File: config.mk
export PLATFORM = sky130hd
export DESIGN_NAME = flv_video_tag_deframer
export DESIGN_NICKNAME = d
export VERILOG_FILES = /design/src/rtl/core/flvd_pkg.sv /design/src/rtl/core/flvd_regs.sv /design/src/rtl/core/flvd_parse.sv /design/src/rtl/core/flvd_queue.sv /design/src/rtl/core/flv_video_tag_deframer.sv
export VERILOG_INCLUDE_DIRS = /design/src /design/src/rtl/core
export SDC_FILE = /design/constraint.sdc
export NUM_CORES = 1
export LEC_CHECK = 0
export BUFFER_PORTS_ARGS = -buffer_cell sky130_fd_sc_hd__buf_2
export CORE_ASPECT_RATIO = 0.75
export CORE_MARGIN = 2
export CORE_UTILIZATION = 55
export DETAILED_ROUTE_END_ITERATION = 10
export PLACE_DENSITY = 0.7
export SYNTH_ARGS = -nofsm -noshare
export SYNTH_HDL_FRONTEND = slang
export SYNTH_SLANG_ARGS = --single-unit
File: constraint.sdc
create_clock -name clk -period 6.5 [get_ports clk]
set_input_delay 0.325 -clock clk [delete_from_list [all_inputs] [get_ports clk]]
set_output_delay 0.325 -clock clk [all_outputs]
set_load 0.02 [all_outputs]
File: src/rtl/core/flv_video_tag_deframer_macros.svh
// ----------------------------------------------------------------------------
// FLV video tag deframer assertion macros
// Shared concurrent assertion forms, clocked on clk.
// ----------------------------------------------------------------------------
`ifndef FLV_VIDEO_TAG_DEFRAMER_MACROS_SVH
`define FLV_VIDEO_TAG_DEFRAMER_MACROS_SVH

// check under reset release
`define FLVD_ASSERT(label, prop, msg) \
    label: assert property (@(posedge clk) disable iff (!rst_n) prop) else $error(msg);

// check at every edge, reset included
`define FLVD_ASSERT_ALWAYS(label, prop, msg) \
    label: assert property (@(posedge clk) prop) else $error(msg);

`endif

File: src/rtl/core/flvd_pkg.sv
// ----------------------------------------------------------------------------
// FLV deframer package
// Item types, configuration, protocol constants and codes.
// ----------------------------------------------------------------------------
package flvd_pkg;

    localparam int HDR_BYTES        = 13;
    localparam int TAG_HEADER_BYTES = 13;
    localparam int SIZE_BYTES       = 4;
    localparam int QUEUE_DEPTH      = 4;

    localparam logic [7:0]  CH_CR           = 8'h0d;
    localparam logic [7:0]  CH_LF           = 8'h0a;
    localparam logic [7:0]  SIG_F           = 8'h46;
    localparam logic [7:0]  SIG_L           = 8'h4c;
    localparam logic [7:0]  SIG_V           = 8'h56;
    localparam logic [7:0]  FLV_VERSION     = 8'h01;
    localparam logic [31:0] FLV_DATA_OFFSET = 32'd9;
    localparam logic [3:0]  CODEC_MASK      = 4'hf;
    localparam logic [1:0]  BLANK_LINES     = 2'd2;

    localparam logic [1:0] KIND_BODY  = 2'd0;
    localparam logic [1:0] KIND_EMPTY = 2'd1;
    localparam logic [1:0] KIND_ERROR = 2'd2;

    localparam logic ERR_FLV_HEADER = 1'b0;
    localparam logic ERR_TAG        = 1'b1;

    localparam logic IN_BYTE    = 1'b0;
    localparam logic IN_RESTART = 1'b1;

    localparam logic REG_VIDEO_TAG_TYPE    = 1'b0;
    localparam logic REG_ACCEPTED_CODEC_ID = 1'b1;

    localparam logic [7:0] VIDEO_TAG_TYPE_RESET    = 8'd9;
    localparam logic [3:0] ACCEPTED_CODEC_ID_RESET = 4'd1;

    localparam int ADDR_WIDTH = 3;
    localparam int DATA_WIDTH = 32;

    typedef struct packed {
        logic       kind;
        logic [7:0] in_byte;
    } item_t;

    typedef struct packed {
        logic [1:0]  out_kind;
        logic [7:0]  out_byte;
        logic [63:0] frame_timestamp;
        logic        last_of_frame;
        logic        error_code;
    } result_t;

    typedef struct packed {
        logic [7:0] video_tag_type;
        logic [3:0] accepted_codec_id;
    } cfg_t;

endpackage

File: src/rtl/core/flvd_regs.sv
// ----------------------------------------------------------------------------
// FLV deframer configuration registers
// APB-style register file holding the tag type and codec selections.
// ----------------------------------------------------------------------------
module flvd_regs (
    input  logic                             clk,
    input  logic                             rst_n,
    input  logic                             psel,
    input  logic                             penable,
    input  logic                             pwrite,
    input  logic [flvd_pkg::ADDR_WIDTH-1:0]  paddr,
    input  logic [flvd_pkg::DATA_WIDTH-1:0]  pwdata,
    output logic [flvd_pkg::DATA_WIDTH-1:0]  prdata,
    output logic                             pready,
    output flvd_pkg::cfg_t                   cfg
);
    import flvd_pkg::*;

    logic [7:0] video_tag_type_reg;
    logic [3:0] accepted_codec_id_reg;
    logic       wr_en;
    logic       reg_sel;

    assign pready  = 1'b1;
    assign wr_en   = psel && penable && pwrite;
    assign reg_sel = paddr[2];

    always_ff @(posedge clk or negedge rst_n)
    begin
        if (!rst_n)
        begin
            video_tag_type_reg    <= VIDEO_TAG_TYPE_RESET;
            accepted_codec_id_reg <= ACCEPTED_CODEC_ID_RESET;
        end
        else if (wr_en)
        begin
            if (reg_sel == REG_VIDEO_TAG_TYPE)
            begin
                video_tag_type_reg <= pwdata[7:0];
            end
            else
            begin
                accepted_codec_id_reg <= pwdata[3:0];
            end
        end
    end

    always_comb
    begin
        if (reg_sel == REG_VIDEO_TAG_TYPE)
        begin
            prdata = {{(DATA_WIDTH-8){1'b0}}, video_tag_type_reg};
        end
        else
        begin
            prdata = {{(DATA_WIDTH-4){1'b0}}, accepted_codec_id_reg};
        end
    end

    assign cfg.video_tag_type    = video_tag_type_reg;
    assign cfg.accepted_codec_id = accepted_codec_id_reg;

endmodule

File: src/rtl/core/flvd_parse.sv
// ----------------------------------------------------------------------------
// FLV deframer front end
// Tracks the stream phase per byte and produces result requests.
// ----------------------------------------------------------------------------
module flvd_parse (
    input  logic              clk,
    input  logic              rst_n,
    input  logic              accept,
    input  flvd_pkg::item_t   item,
    input  flvd_pkg::cfg_t    cfg,
    output logic              res_valid,
    output flvd_pkg::result_t res
);
    import flvd_pkg::*;
    `include "flv_video_tag_deframer_macros.svh"

    localparam logic [2:0] PH_HALT  = 3'd0;
    localparam logic [2:0] PH_REPLY = 3'd1;
    localparam logic [2:0] PH_FLVH  = 3'd2;
    localparam logic [2:0] PH_TAG   = 3'd3;
    localparam logic [2:0] PH_BODY  = 3'd4;
    localparam logic [2:0] PH_SIZE  = 3'd5;

    localparam logic [3:0] HDR_LAST  = 4'(HDR_BYTES - 1);
    localparam logic [3:0] TAG_LAST  = 4'(TAG_HEADER_BYTES - 1);
    localparam logic [3:0] SIZE_LAST = 4'(SIZE_BYTES - 1);

    logic [2:0]  phase_reg, phase_next;
    logic        cr_seen_reg, cr_seen_next;
    logic [1:0]  blank_count_reg, blank_count_next;
    logic [3:0]  byte_index_reg, byte_index_next;
    logic [23:0] body_remaining_reg, body_remaining_next;
    logic [63:0] tag_timestamp_reg, tag_timestamp_next;
    logic [7:0]  header_store [HDR_BYTES];
    logic        store_we;

    logic [7:0]  b;
    logic [3:0]  index_inc;
    logic [23:0] body_dec;
    logic [23:0] dsize;
    logic [63:0] ts;
    logic [31:0] offset;
    logic        flv_ok;
    logic        tag_ok;

    assign b         = item.in_byte;
    assign index_inc = byte_index_reg + 4'd1;
    assign body_dec  = body_remaining_reg - 24'd1;
    assign dsize     = {header_store[1], header_store[2], header_store[3]};
    assign ts        = {header_store[4], header_store[5], header_store[6], header_store[7],
                        header_store[8], header_store[9], header_store[10], header_store[11]};
    assign offset    = {header_store[5], header_store[6], header_store[7], header_store[8]};
    assign flv_ok    = (header_store[0] == SIG_F) && (header_store[1] == SIG_L) &&
                       (header_store[2] == SIG_V) && (header_store[3] == FLV_VERSION) &&
                       header_store[4][0] && (offset == FLV_DATA_OFFSET);
    assign tag_ok    = (header_store[0] == cfg.video_tag_type) && (dsize != 24'd0) &&
                       ((b[3:0] & CODEC_MASK) == cfg.accepted_codec_id);

    always_comb
    begin
        phase_next          = phase_reg;
        cr_seen_next        = cr_seen_reg;
        blank_count_next    = blank_count_reg;
        byte_index_next     = byte_index_reg;
        body_remaining_next = body_remaining_reg;
        tag_timestamp_next  = tag_timestamp_reg;
        store_we            = 1'b0;
        res_valid           = 1'b0;
        res                 = '0;
        if (accept)
        begin
            if (item.kind == IN_RESTART)
            begin
                phase_next          = PH_REPLY;
                cr_seen_next        = 1'b0;
                blank_count_next    = 2'd0;
                byte_index_next     = 4'd0;
                body_remaining_next = 24'd0;
            end
            else
            begin
                case (phase_reg)
                    PH_REPLY:
                    begin
                        if (cr_seen_reg && (b == CH_LF))
                        begin
                            blank_count_next = blank_count_reg + 2'd1;
                        end
                        else if (b != CH_CR)
                        begin
                            blank_count_next = 2'd0;
                        end
                        cr_seen_next = (b == CH_CR);
                        if (blank_count_next == BLANK_LINES)
                        begin
                            phase_next      = PH_FLVH;
                            byte_index_next = 4'd0;
                        end
                    end
                    PH_FLVH:
                    begin
                        store_we        = 1'b1;
                        byte_index_next = index_inc;
                        if (byte_index_reg == HDR_LAST)
                        begin
                            if (!flv_ok)
                            begin
                                phase_next     = PH_HALT;
                                res_valid      = 1'b1;
                                res.out_kind   = KIND_ERROR;
                                res.error_code = ERR_FLV_HEADER;
                            end
                            else
                            begin
                                phase_next      = PH_TAG;
                                byte_index_next = 4'd0;
                            end
                        end
                    end
                    PH_TAG:
                    begin
                        store_we        = 1'b1;
                        byte_index_next = index_inc;
                        if (byte_index_reg == TAG_LAST)
                        begin
                            if (!tag_ok)
                            begin
                                phase_next     = PH_HALT;
                                res_valid      = 1'b1;
                                res.out_kind   = KIND_ERROR;
                                res.error_code = ERR_TAG;
                            end
                            else
                            begin
                                tag_timestamp_next  = ts;
                                body_remaining_next = dsize - 24'd1;
                                if (dsize == 24'd1)
                                begin
                                    phase_next          = PH_SIZE;
                                    byte_index_next     = 4'd0;
                                    res_valid           = 1'b1;
                                    res.out_kind        = KIND_EMPTY;
                                    res.frame_timestamp = ts;
                                    res.last_of_frame   = 1'b1;
                                end
                                else
                                begin
                                    phase_next = PH_BODY;
                                end
                            end
                        end
                    end
                    PH_BODY:
                    begin
                        body_remaining_next = body_dec;
                        res_valid           = 1'b1;
                        res.out_kind        = KIND_BODY;
                        res.out_byte        = b;
                        res.frame_timestamp = tag_timestamp_reg;
                        res.last_of_frame   = (body_dec == 24'd0);
                        if (body_dec == 24'd0)
                        begin
                            phase_next      = PH_SIZE;
                            byte_index_next = 4'd0;
                        end
                    end
                    PH_SIZE:
                    begin
                        byte_index_next = index_inc;
                        if (byte_index_reg >= SIZE_LAST)
                        begin
                            phase_next      = PH_TAG;
                            byte_index_next = 4'd0;
                        end
                    end
                    default:
                    begin
                        phase_next = phase_reg;
                    end
                endcase
            end
        end
    end

    always_ff @(posedge clk or negedge rst_n)
    begin
        if (!rst_n)
        begin
            phase_reg          <= PH_HALT;
            cr_seen_reg        <= 1'b0;
            blank_count_reg    <= 2'd0;
            byte_index_reg     <= 4'd0;
            body_remaining_reg <= 24'd0;
            tag_timestamp_reg  <= 64'd0;
        end
        else
        begin
            phase_reg          <= phase_next;
            cr_seen_reg        <= cr_seen_next;
            blank_count_reg    <= blank_count_next;
            byte_index_reg     <= byte_index_next;
            body_remaining_reg <= body_remaining_next;
            tag_timestamp_reg  <= tag_timestamp_next;
        end
    end

    always_ff @(posedge clk)
    begin
        if (store_we)
        begin
            header_store[byte_index_reg] <= b;
        end
    end

    `FLVD_ASSERT(a_error_halts, (res_valid && (res.out_kind == KIND_ERROR)) |=> (phase_reg == PH_HALT), "error request did not halt the parser")
    `FLVD_ASSERT(a_restart_enters_reply, (accept && (item.kind == IN_RESTART)) |=> ((phase_reg == PH_REPLY) && (body_remaining_reg == 24'd0)), "restart did not enter reply skipping")

endmodule

File: src/rtl/core/flvd_queue.sv
// ----------------------------------------------------------------------------
// FLV deframer result queue
// Short FIFO that decouples the parser from the result consumer.
// ----------------------------------------------------------------------------
module flvd_queue #(
    parameter int DEPTH = flvd_pkg::QUEUE_DEPTH
) (
    input  logic              clk,
    input  logic              rst_n,
    input  logic              wr_en,
    input  flvd_pkg::result_t wr_data,
    output logic              full,
    input  logic              rd_en,
    output flvd_pkg::result_t rd_data,
    output logic              empty
);
    import flvd_pkg::*;
    `include "flv_video_tag_deframer_macros.svh"

    localparam int PTR_W = (DEPTH > 1) ? $clog2(DEPTH) : 1;
    localparam int CNT_W = $clog2(DEPTH + 1);
    localparam logic [PTR_W-1:0] PTR_LAST = PTR_W'(DEPTH - 1);
    localparam logic [CNT_W-1:0] CNT_FULL = CNT_W'(DEPTH);

    result_t          slot_reg [DEPTH];
    logic [PTR_W-1:0] wr_ptr_reg, wr_ptr_next;
    logic [PTR_W-1:0] rd_ptr_reg, rd_ptr_next;
    logic [CNT_W-1:0] count_reg, count_next;
    logic             do_wr;
    logic             do_rd;

    assign full    = (count_reg == CNT_FULL);
    assign empty   = (count_reg == '0);
    assign do_wr   = wr_en && !full;
    assign do_rd   = rd_en && !empty;
    assign rd_data = slot_reg[rd_ptr_reg];

    always_comb
    begin
        wr_ptr_next = wr_ptr_reg;
        rd_ptr_next = rd_ptr_reg;
        count_next  = count_reg;
        if (do_wr)
        begin
            wr_ptr_next = (wr_ptr_reg == PTR_LAST) ? '0 : wr_ptr_reg + PTR_W'(1);
        end
        if (do_rd)
        begin
            rd_ptr_next = (rd_ptr_reg == PTR_LAST) ? '0 : rd_ptr_reg + PTR_W'(1);
        end
        if (do_wr && !do_rd)
        begin
            count_next = count_reg + CNT_W'(1);
        end
        else if (do_rd && !do_wr)
        begin
            count_next = count_reg - CNT_W'(1);
        end
    end

    always_ff @(posedge clk or negedge rst_n)
    begin
        if (!rst_n)
        begin
            wr_ptr_reg <= '0;
            rd_ptr_reg <= '0;
            count_reg  <= '0;
        end
        else
        begin
            wr_ptr_reg <= wr_ptr_next;
            rd_ptr_reg <= rd_ptr_next;
            count_reg  <= count_next;
        end
    end

    always_ff @(posedge clk)
    begin
        if (do_wr)
        begin
            slot_reg[wr_ptr_reg] <= wr_data;
        end
    end

    `FLVD_ASSERT_ALWAYS(a_count_bound, count_reg <= CNT_FULL, "queue count exceeds depth")
    `FLVD_ASSERT(a_count_tracks, (do_wr && !do_rd) |=> (count_reg == $past(count_reg) + CNT_W'(1)), "queue count missed a write")

endmodule

File: src/rtl/core/flv_video_tag_deframer.sv
// ----------------------------------------------------------------------------
// FLV video tag deframer
// Skips an HTTP reply, checks the FLV header and passes video tag bodies out.
// ----------------------------------------------------------------------------
//  channel  | handshake            | payload
//  ---------+----------------------+---------------------------------------
//  item     | push / full          | kind, in_byte
//  result   | pop / empty          | out_kind, out_byte, frame_timestamp,
//           |                      | last_of_frame, error_code
//  config   | psel/penable/pwrite  | paddr, pwdata, prdata, pready
//
//  One item per cycle while full is low; each byte is a single phase update in the parser.
//  A result enters the queue at the edge its item is accepted and can be
//  popped from the next cycle on.
//  full rises when the QUEUE_DEPTH-entry result queue is full; the parser
//  then holds until the consumer pops.
//  Reset leaves the parser halted until a restart item arrives.
// ----------------------------------------------------------------------------
module flv_video_tag_deframer #(
    parameter int QUEUE_DEPTH = flvd_pkg::QUEUE_DEPTH
) (
    input  logic                             clk,
    input  logic                             rst_n,
    input  logic                             push,
    output logic                             full,
    input  flvd_pkg::item_t                  item,
    output logic                             empty,
    input  logic                             pop,
    output flvd_pkg::result_t                result,
    input  logic                             psel,
    input  logic                             penable,
    input  logic                             pwrite,
    input  logic [flvd_pkg::ADDR_WIDTH-1:0]  paddr,
    input  logic [flvd_pkg::DATA_WIDTH-1:0]  pwdata,
    output logic [flvd_pkg::DATA_WIDTH-1:0]  prdata,
    output logic                             pready
);
    import flvd_pkg::*;

    cfg_t    cfg;
    logic    accept;
    logic    res_valid;
    result_t res;

    assign accept = push && !full;

    flvd_regs u_regs (
        .clk     (clk),
        .rst_n   (rst_n),
        .psel    (psel),
        .penable (penable),
        .pwrite  (pwrite),
        .paddr   (paddr),
        .pwdata  (pwdata),
        .prdata  (prdata),
        .pready  (pready),
        .cfg     (cfg)
    );

    flvd_parse u_parse (
        .clk       (clk),
        .rst_n     (rst_n),
        .accept    (accept),
        .item      (item),
        .cfg       (cfg),
        .res_valid (res_valid),
        .res       (res)
    );

    flvd_queue #(
        .DEPTH (QUEUE_DEPTH)
    ) u_queue (
        .clk     (clk),
        .rst_n   (rst_n),
        .wr_en   (res_valid),
        .wr_data (res),
        .full    (full),
        .rd_en   (pop),
        .rd_data (result),
        .empty   (empty)
    );

endmodule

==> metrics.yaml <==
place:
  dp_hpwl_mm: 30.4
  routabilityCongestion: 0.879
  io_buffers: 110
  placed_cells: 1972
worst_setup_path:
  cpLargestDelayFamily: "simple AND/OR/NAND/NOR gates"
  cp.required_ns: 6.95
  crit_fanout: 7
  critPathCaptureType: "flop"
  path_buf_inv: 2
  cp_cell_sequence: "nor4_1 -> nand4_1 -> nor4_1 -> and3_1 -> a31oi_1 -> a22oi_1 -> inv_1 -> ha_1 -> inv_1 -> fa_1 -> mux2_2"
  ff2ff_path_depth: 11
  cp_slowest_stage_delay_ns: 0.94
  worstReg2RegStart: "u_parse.header_store[0][5]"
  path_class: "reg -> reg"
  slowest_stage: "a22oi_1"
  start_kind: "flop"
  arrival_ns: 4.76
  timing.rr.end: "u_queue.count_reg[1]"
  r2r_slack_ns: 2.19
route:
  vias_per_cell: 6.15
  dr_total_vias: 12751
  remaining_drc_errors: 0
  firstDrtPassIters: 6
  wl_per_cell_um: 23.8
  drtAntennaViolNets: 0
  routed_wl_mm: 49.4
  drtIter0Drc: 1229
sta:
  period_needed_ns: 4.31
  clock.fmax_mhz: 232
  max_slew_margin: 0.184
  hold_viol: 0
  tns_ns: 0
  fin_worst_skew_ns: 0.0219
  min_period_over_period: 0.663
  setup_viol: 0
  drv_slew: 0
  rsz0062_at_grt: "no"
  worstMarginPinSlew_ns: 1.22
yosys:
  synth_mux_area_frac: 0.122
  ys_types: 73
  synth.cells.most_frequent: "edfxtp_1 (400), nor2_1 (124), dfrtp_1 (114)"
  syn_inst: 1393
  yosys.area.top_type: "edfxtp_1"
  synth_top_family_by_area: "multiplexers"
  ys_top_cells_by_area: "edfxtp_1 (54%), dfrtp_1 (13%), mux4_2 (7.7%)"
  ys_seq_area_frac: 0.676
  synth_xor_xnor_area_share: 0.0150
  synthFlopType: "edfxtp_1"
  synth_edf_count: 400
  ys_seq_elements: 517
  synth_top_area_frac: 0.543
  synth_fa_ha_area_frac: 0.00939
  syn-cell-area_sq_um: 22100
  yosys.area_share.simple: 0.0862
  async_flop_share: 0.226
  synth-compound-area-share: 0.0626
  synth_most_common_cell: "edfxtp_1"
  avgSynthCellArea_sq_um: 15.9
  yosysWarnings: 0
layout:
  largest_reg_flops: 304
  syn_to_final_growth_pct: 12.1
  drive_gt1_frac: 0.239
  final_cells: 2074
  nets: 1577
cts:
  tritoncts: "built"
  clockRootBuffer: "clkbuf_16"
  cts_setup_buffers: 0
  clk_pin_slew_ns: 0.06
  clk_path_buf_depth: 3
  cts_made_buffers: 49
  clkLatencyLatePin_ns: 0.58
  htree_num_levels: 2
  cts_sinks: 517
min_path:
  hp-class: "in -> reg"
  hold_start: "pwdata[7]"
  min_path_cells: 2
  holdPathEnd: "u_regs.video_tag_type_reg[7]"
floorplan:
  die_w_um: 236
  core_sq_um: 39600
  dieHeight_um: 178
  fp-row-count: 63
  ios: 162
  dieArea_sq_um: 41800
  start_util: 0.559
power:
  pwr_density_cell_nw_per_um2: 335
  leakagePower_nw: 9.28
  ir_drop_mv: 0.364
job:
  drv_cap: 0
global_route:
  grt_pass1_vias: 12748
  grt_first_pass_wirelength_mm: 75.5
  antenna_found_initial: 3
  grt_overflow: 0
  grt_use_total: 0.238
  grt_max_degree: 77
status:
  outcome: "complete, no violations"
cells in the final DEF (no fill, tap or decap), drive strengths merged, types with 6 or more instances in the layout:
cell type / netlist / layout
edfxtp: 400 / 400
a22oi: 70 / 70
nor2b: 11 / 11
nor3: 25 / 25
nor4b: 9 / 9
nand4: 12 / 12
nor4: 31 / 31
xnor2: 10 / 10
clkbuf: 35 / 66
o31ai: 8 / 8
a21oi: 35 / 35
and2: 13 / 13
conb: 2 / 25
xor2: 28 / 28
dfrtp: 114 / 114
clkinv: 0 / 16
ha: 15 / 15
nor2: 129 / 129
and3: 13 / 13
mux2: 87 / 87
nor4bb: 9 / 9
nor3b: 6 / 6
inv: 23 / 24
mux4: 76 / 76
dlygate4sd3: 0 / 7
a31oi: 10 / 10
nand2: 36 / 36
o21ai: 53 / 53
buf: 58 / 129
nand3: 22 / 22
or4: 8 / 8
cells by family after synthesis:
group / Yosys count
adders and majority gates: 16
AOI/OAI and AO/OA: 195
other: 2
and+or+nand+nor: 346
xor gates and xnor gates: 38
DFF: 517
buffers and inverters: 116
muxes: 163
metrics by stage:
step / power (mW) / instance area [sq um] / utilization / setup WS [ns] / hold WS [ns]
after floorplan: 5.04 / 22200 / - / 0.798 / 0.0294
after global placement: 5.54 / 23100 / 0.584 / 2.27 / 0.405
after detailed placement: 5.56 / 23100 / 0.584 / 2.24 / 0.407
after CTS: 8.38 / 24800 / 0.626 / 2.20 / 0.0215
after global routing: 8.61 / 24800 / 0.626 / 1.97 / 0.0374
final: 8.30 / 24800 / 0.627 / 2.19 / 0.0463
layer usage:
metal	global-route usage	share of wire
met3	0.0490	0.081
met2	0.373	0.46
met1	0.349	0.44
met4	0.0552	0.017
met5	0	0
power by group:
group	switching, mW	internal [mW]
registers	0.213	3.62
clock network	1.19	1.62
logic	0.949	0.711
area by class of cell:
| type | count | area, sq um |
|---|---|---|
| diodes | 3 | 7.51 |
| fillers | 2909 | 14800 |
| flip-flops and latches | 517 | 15000 |
| clock buffers | 66 | 1310 |
| multi-input cells | 783 | 6690 |
| repair buffers | 136 | 816 |
| clock inverters | 26 | 280 |
| inverters | 23 | 86.3 |
| well taps | 520 | 651 |
worst max path at each step:
stage,start,end,slack (ns),depth (start not counted)
4_1_cts,u_parse.header_store[0][5],u_queue.count_reg[1],2.20,11
3_5_place_dp,u_parse.header_store[0][5],u_queue.count_reg[1],2.24,11
6_report,u_parse.header_store[0][5],u_queue.count_reg[1],2.19,11
5_1_grt,u_parse.header_store[1][0],u_queue.count_reg[1],1.97,11
2_1_floorplan,u_parse.header_store[3][4],u_queue.slot_reg[0][0],0.80,7
3_3_place_gp,u_parse.header_store[1][0],u_queue.count_reg[1],2.27,11
timing repair:
action / CTS / global route
hold buffers: 7 / 0
gates resized for setup: 0 / 0
hold endpoints to repair: 57 / 0
No activity file was read; power rests on OpenSTA's default activity.
